==> src/sv/pip_pkg.sv <==
// Shared constants and the controller-to-datapath command type of the polygon hit test.
package pip_pkg;

	localparam int SCALE_W    = 16;
	localparam int SCALE_FRAC = 8;
	localparam int DIGIT_W    = 16;

	typedef struct packed {
		logic load_query;
		logic capture;
		logic map;
		logic first_en;
		logic setup;
		logic edge_sel;
		logic mul_go;
		logic mul_pair;
		logic acc_go;
		logic eval;
		logic commit;
		logic emit;
	} dp_cmd_t;

endpackage

==> src/sv/pip_ctrl.sv <==
// Controller: sequences map, edge setup, digit multiply and parity update per transaction.
module pip_ctrl import pip_pkg::*; #(
	parameter int COORD_WIDTH = 24,
	localparam int DW  = COORD_WIDTH + SCALE_W + 3,
	localparam int ND  = (DW + DIGIT_W - 1) / DIGIT_W,
	localparam int DIW = $clog2(ND)
) (
	input  logic           clk,
	input  logic           arst_n,
	input  logic           in_valid,
	output logic           in_stall,
	input  logic           req_type,
	input  logic           last_vertex,
	output logic           out_valid,
	input  logic           out_stall,
	output dp_cmd_t        cmd,
	output logic [DIW-1:0] digit
);

	localparam logic [DIW-1:0] DIG_LAST = DIW'(ND - 1);

	typedef enum logic [2:0] {
		S_IDLE,
		S_MAP,
		S_SETUP,
		S_MUL,
		S_DRAIN,
		S_EVAL,
		S_STORE,
		S_EMIT
	} state_t;

	state_t         state_q;
	logic           last_q;
	logic           have_first_q;
	logic           sel_q;
	logic           pair_q;
	logic [DIW-1:0] digit_q;
	logic           out_valid_q;
	logic           slot_free;

	assign slot_free = !out_valid_q || !out_stall;

	always_comb begin
		cmd = '0;
		unique case (state_q)
			S_IDLE: begin
				cmd.load_query = in_valid && !req_type;
				cmd.capture    = in_valid && req_type;
			end
			S_MAP: begin
				cmd.map      = 1'b1;
				cmd.first_en = !have_first_q;
			end
			S_SETUP: begin
				cmd.setup    = 1'b1;
				cmd.edge_sel = sel_q;
			end
			S_MUL: begin
				cmd.mul_go   = 1'b1;
				cmd.mul_pair = pair_q;
				cmd.acc_go   = pair_q || (digit_q != '0);
			end
			S_DRAIN: cmd.acc_go = 1'b1;
			S_EVAL:  cmd.eval = 1'b1;
			S_STORE: cmd.commit = 1'b1;
			S_EMIT:  cmd.emit = slot_free;
			default: cmd = '0;
		endcase
	end

	always_ff @(posedge clk or negedge arst_n) begin
		if (!arst_n) begin
			state_q      <= S_IDLE;
			last_q       <= 1'b0;
			have_first_q <= 1'b0;
			sel_q        <= 1'b0;
			pair_q       <= 1'b0;
			digit_q      <= '0;
			out_valid_q  <= 1'b0;
		end else begin
			if (out_valid_q && !out_stall) begin
				out_valid_q <= 1'b0;
			end
			unique case (state_q)
				S_IDLE: begin
					if (in_valid) begin
						last_q <= last_vertex;
						if (!req_type) begin
							have_first_q <= 1'b0;
							state_q      <= last_vertex ? S_EMIT : S_IDLE;
						end else begin
							state_q <= S_MAP;
						end
					end
				end
				S_MAP: begin
					have_first_q <= 1'b1;
					pair_q       <= 1'b0;
					digit_q      <= '0;
					if (have_first_q) begin
						sel_q   <= 1'b0;
						state_q <= S_SETUP;
					end else if (last_q) begin
						sel_q   <= 1'b1;
						state_q <= S_SETUP;
					end else begin
						state_q <= S_STORE;
					end
				end
				S_SETUP: state_q <= S_MUL;
				S_MUL: begin
					if (digit_q == DIG_LAST) begin
						digit_q <= '0;
						if (pair_q) begin
							state_q <= S_DRAIN;
						end else begin
							pair_q <= 1'b1;
						end
					end else begin
						digit_q <= digit_q + 1'b1;
					end
				end
				S_DRAIN: state_q <= S_EVAL;
				S_EVAL: begin
					if (!sel_q && last_q) begin
						sel_q   <= 1'b1;
						pair_q  <= 1'b0;
						state_q <= S_SETUP;
					end else begin
						state_q <= S_STORE;
					end
				end
				S_STORE: begin
					if (last_q) begin
						have_first_q <= 1'b0;
						state_q      <= S_EMIT;
					end else begin
						state_q <= S_IDLE;
					end
				end
				S_EMIT: begin
					if (slot_free) begin
						out_valid_q <= 1'b1;
						state_q     <= S_IDLE;
					end
				end
				default: state_q <= S_IDLE;
			endcase
		end
	end

	assign in_stall  = (state_q != S_IDLE);
	assign out_valid = out_valid_q;
	assign digit     = digit_q;

endmodule

==> config.mk <==
export PLATFORM = sky130hd
export DESIGN_NAME = pip_ctrl
export DESIGN_NICKNAME = d
export VERILOG_FILES = /design/src/sv/pip_pkg.sv /design/src/sv/pip_ctrl.sv
export SDC_FILE = /design/constraint.sdc
export NUM_CORES = 1
export LEC_CHECK = 0
export BUFFER_PORTS_ARGS = -buffer_cell sky130_fd_sc_hd__buf_2
export CORE_UTILIZATION = 35
export DETAILED_ROUTE_END_ITERATION = 8
export HOLD_SLACK_MARGIN = 0.12
export PLACE_DENSITY = 0.67
export SLEW_MARGIN = 0
export SYNTH_ARGS = -nofsm -noshare
export SYNTH_HDL_FRONTEND = slang
export SYNTH_SLANG_ARGS = --single-unit
==> constraint.sdc <==
create_clock -name clk -period 1.6 [get_ports clk]
set_input_delay 0.08 -clock clk [delete_from_list [all_inputs] [get_ports clk]]
set_output_delay 0.08 -clock clk [all_outputs]
set_load 0.02 [all_outputs]
# After elaboration in Yosys (flattened, before gate mapping)
# Index checks and enable logic that the tools add are counted.
dict set report totals {
  out_inout_bits 16
  input_bits 6
  regBits 10
  wordCells 82
}
dict set report op_classes {
  eq_ne 16
  mux 35
  n_reduce_logical 23
  addsub 1
}
# cell n
set op_table {}
lappend op_table {{2-to-1 mux 3 bit} 10}
lappend op_table {{one-hot mux 3 bit (8 select lines)} 1}
lappend op_table {{2-to-1 mux 1 bit} 14}
lappend op_table {{inequality test 2 bit, second input constant} 7}
lappend op_table {{== test 3 bit, second input constant} 4}
lappend op_table {{2-to-1 mux 2 bit} 5}
lappend op_table {{nonzero test 3 bit} 3}
lappend op_table {{AND reduction 4 bit} 2}
lappend op_table {{== test 3 x 2 -> 1 bit, second input constant} 2}
lappend op_table {{one-hot mux 1 bit (3 select lines)} 2}
lappend op_table {{AND reduction 3 bit} 2}
lappend op_table {{nonzero test 2 bit} 3}
lappend op_table {{logical NOT 1 bit} 5}
lappend op_table {{logical AND 1 bit} 4}
lappend op_table {{one-hot mux 1 bit (2 select lines)} 2}
lappend op_table {{one-hot mux 2 bit (2 select lines)} 1}
lappend op_table {{== test 3 x 1 -> 1 bit, second input constant} 1}
lappend op_table {{logical NOT 3 bit} 1}
lappend op_table {{inequality test 3 bit, second input constant} 1}
lappend op_table {{adder 2 x 1 -> 2 bit, second input constant} 1}
lappend op_table {{== test 2 bit, second input constant} 1}
lappend op_table {{logical OR 1 bit} 2}
lappend op_table {{AND reduction 2 bit} 1}

# Longest topological paths before layout
dict set report logic_depth {
  depth_word 5
  ltp_mapped 5
  depth_no_buf 4
}

# Worst setup path before layout
# No wires, ideal clock.
dict set report synth_timing {
  kind {register to output}
  start {register state_q[2]}
  end {output port cmd[8] (netlist bit)}
  arrival_ps 1201
  setup_slack_ps 319
  stages_incl_launch_ff 5
  path_buffers 1
  t_required_ps 1520
  cell_sequence {dfrtp_1 -> buf_4 -> inv_1 -> nand2_1 -> nor3_1}
}
# item line
set synth_lines {}
lappend synth_lines {{from (decl)} pip_ctrl.sv:33} ;# state_t state_q;
lappend synth_lines {{from (signal assigned)} pip_ctrl.sv:91} ;# state_q <= last_vertex ? S_EMIT : S_IDLE;
lappend synth_lines {{to (decl)} pip_ctrl.sv:16} ;# output dp_cmd_t cmd,

==> results.py <==
metrics = {
    "run_status": {
        "status": "completed",
    },
    "logic_synthesis": {
        "ys_types": 29,
        "syn-instance-count": 75,
        "synth_top_area_cell": "dfrtp_1",
        "synth_nets": 81,
        "synthFlopType": "dfrtp_1",
        "yosysSeqAreaShare": 0.397,
        "postSynthRegisterBits": 10,
        "synth_edf_count": 0,
        "synth_common_cells": "dfrtp_1, nand2_1, nor2_1",
        "yosysWarnings": 0,
        "syn_area_per_cell_um2": 8.41,
        "yosysMostFrequentCell": "dfrtp_1",
        "synth_area_um2": 631,
        "yosysTopAreaCellShare": 0.397,
        "ys_top_cells_by_area": "dfrtp_1, a21oi_1, nand2_1",
        "async_flop_share": 1.00,
    },
    "critical_path": {
        "worstSetupPathType": "flop to output port",
        "start_kind": "flop",
        "cp.arrival_ns": 1.43,
        "critical_path_buf_inv_count": 2,
        "worst_setup_path_end_kind": "output port",
        "crit_path_top_delay_cell": "dfrtp_2",
        "path_max_fanout": 6,
        "cpPeakStageDelay_ns": 0.44,
        "path_cells": "buf_4, or3_1, o21ai_1, buf_2",
        "cp.required_ns": 1.52,
        "path_delay_family": "flip-flops",
    },
    "global_routing": {
        "track_usage": 0.168,
        "antenna_found_initial": 0,
        "grt_overflow": 0,
        "grt_max_degree": 11,
        "grt_pass1_vias": 547,
        "grt_pass1_wl_mm": 2.43,
    },
    "timing": {
        "final_max_slew_viol_count": 0,
        "fmax_mhz": 664,
        "fin_tns_setup_ns": 0,
        "period_minus_slack_ns": 1.51,
        "maxSlewHeadroom": 0.790,
        "rsz0062_at_grt": "no",
        "clock_skew_ns": 0.00175,
        "hold_viol_final": 0,
        "finalSetupViolCount": 0,
        "finalCritPeriodShare": 0.942,
        "setup_slack_ns": 0.0936,
        "worst_slew_pin_slew_ns": 0.312,
    },
    "pwr": {
        "ir_worst_vdd_mv": 0.827,
        "p_leak_uw": 0.000434,
        "power_density_nw_per_um2": 2120,
    },
    "cts": {
        "clock_sinks": 10,
        "clockBufferDepth": 2,
        "cts_buffers": 3,
        "cts_tree": "done",
        "clock-root-buffer": "clkbuf_4",
        "h-tree-depth": 1,
        "cts.reportedPaths.clkPinSlew_ns": 0.06,
        "insertion_delay_ns": 0.26,
    },
    "floorplanning": {
        "core-area_um2": 1590,
        "fp-row-count": 14,
        "die_y_um": 44.4,
        "die_area_um2": 1980,
        "dieWidth_um": 44.4,
        "start_util": 0.396,
        "io_pins": 22,
    },
    "final_layout": {
        "fillers": 157,
        "drive_gt1_frac": 0.362,
        "area_growth_pct": 35.5,
        "num_antenna_cells": 0,
        "nNetsFinal": 113,
    },
    "min_path": {
        "hp-class": "input pin to flop",
    },
    "job": {
        "maxCapViolCount": 0,
    },
    "route": {
        "drt-pass1-iter-count": 4,
        "routed_wl_mm": 1.69,
        "ant_nets": 0,
        "drt_iter0_markers": 9,
        "vias": 667,
        "drc_errors": 0,
        "viasPerCell": 5.17,
        "wire_per_inst_um": 13.1,
    },
    "placed_design": {
        "gp_congestion": 0.812,
        "io_buffers": 21,
        "place_ws_ns": 0.183,
        "hpwl_mm": 1.11,
    },
}
-- what timing repair did --
item / CTS / global route
buffers inserted: 1 / 3
hold endpoints to repair: 12 / 0
setup endpoints to repair: 1 / 2
gates resized for setup: 2 / 2
hold buffers: 3 / 0
-- flip-flops by register name (all words and copies together) (netlist names) --
| name | count |
|---|---|
| last_q | 1 |
| state_q | 3 |
| out_valid | 1 |
| digit | 2 |
| pair_q | 1 |
| sel_q | 1 |
| have_first_q | 1 |
-- per-layer routing --
metal / vias up / global-route usage / part of all wire
met5: - / 0 / 0
met2: 26 / 0.262 / 0.47
met4: 0 / 0.0727 / 0.015
li1: 327 / - / -
met1: 310 / 0.232 / 0.47
met3: 4 / 0.0245 / 0.047
-- cell type report --
class                           count  area (µm²)  area share
Timing Repair Buffer               30         190       0.223
Inverter                            4        15.0      0.0176
Tap cell                           24        30.0      0.0351
Multi-Input combinational cell     58         343       0.401
Clock buffer                        3        22.5      0.0264
Sequential cell                    10         254       0.297
-- cells in the final DEF (no fill, tap or decap) --
master	n
nand2_2	1
and3_1	2
nor2b_2	1
and2_1	2
nand2_1	7
mux2_2	1
o31ai_1	1
o21ai_0	3
nor3b_2	1
nor2b_1	4
clkbuf_4	3
buf_2	21
dlygate4sd3_1	3
nand3b_1	2
o21a_1	1
inv_1	3
o32a_1	2
o22ai_1	1
buf_4	4
dlymetal6s2s_1	2
nor3_1	4
inv_2	1
a21oi_1	6
nor3_2	1
dfrtp_1	7
nand2b_1	1
dfrtp_2	3
a21oi_2	1
o41ai_1	1
o21ai_1	1
nor2_1	7
or3_1	1
nor4_1	1
nand3_1	2
a31oi_1	3
-- where the power goes --
| part | leakage, µW | internal (µW) | switching [µW] |
|---|---|---|---|
| clock | 0.0000138 | 86.6 | 79.1 |
| combinational | 0.000299 | 475 | 650 |
| sequential | 0.000122 | 375 | 148 |
-- worst register-to-register path, cell delays in order (launching register included) --
cell and delay, ns:
dfrtp_2 0.45, dlymetal6s2s_1 0.20, nor4_1 0.35, nor3_1 0.09
o32a_1 0.28
-- final timing paths --
check,slack [ns],depth (start not counted),from,endpoint
min in group asynchronous,0.21,2,arst_n,sel_q$_DFFE_PN0P_
worst min-delay path,0.13,2,in_valid,state_q[0]$_DFFE_PN0P_
worst max-delay path,0.09,4,state_q[0]$_DFFE_PN0P_,cmd[3]
worst max register to register,0.10,4,state_q[2]$_DFFE_PN0P_,state_q[0]$_DFFE_PN0P_
max in group asynchronous,1.18,2,arst_n,state_q[2]$_DFFE_PN0P_
worst min register to register,0.54,2,out_valid$_DFF_PN0_,out_valid$_DFF_PN0_
-- per-stage QoR --
stage | instances | hold WS [ns] | utilization | area [µm²] | power (µW)
4_1_cts | 126 | 0.130 | 0.515 | 821 | 1720
2_1_floorplan | 75 | -0.216 | - | 631 | 1260
6_report | 129 | 0.133 | 0.536 | 855 | 1810
3_5_place_dp | 119 | -0.0466 | 0.476 | 758 | 1520
5_1_grt | 129 | 0.149 | 0.536 | 855 | 1960
3_3_place_gp | 119 | -0.0420 | 0.476 | 758 | 1510
-- kinds of logic after synthesis --
family                 count (synthesis)  share of synthesized area
AND/OR/NAND/NOR                       37                      0.323
AO/OA/AOI/OAI                         20                      0.202
flip-flops                            10                      0.397
buffers and inverters                  7                     0.0595
multiplexers                           1                     0.0179
(Power assumes the default switching activity.)
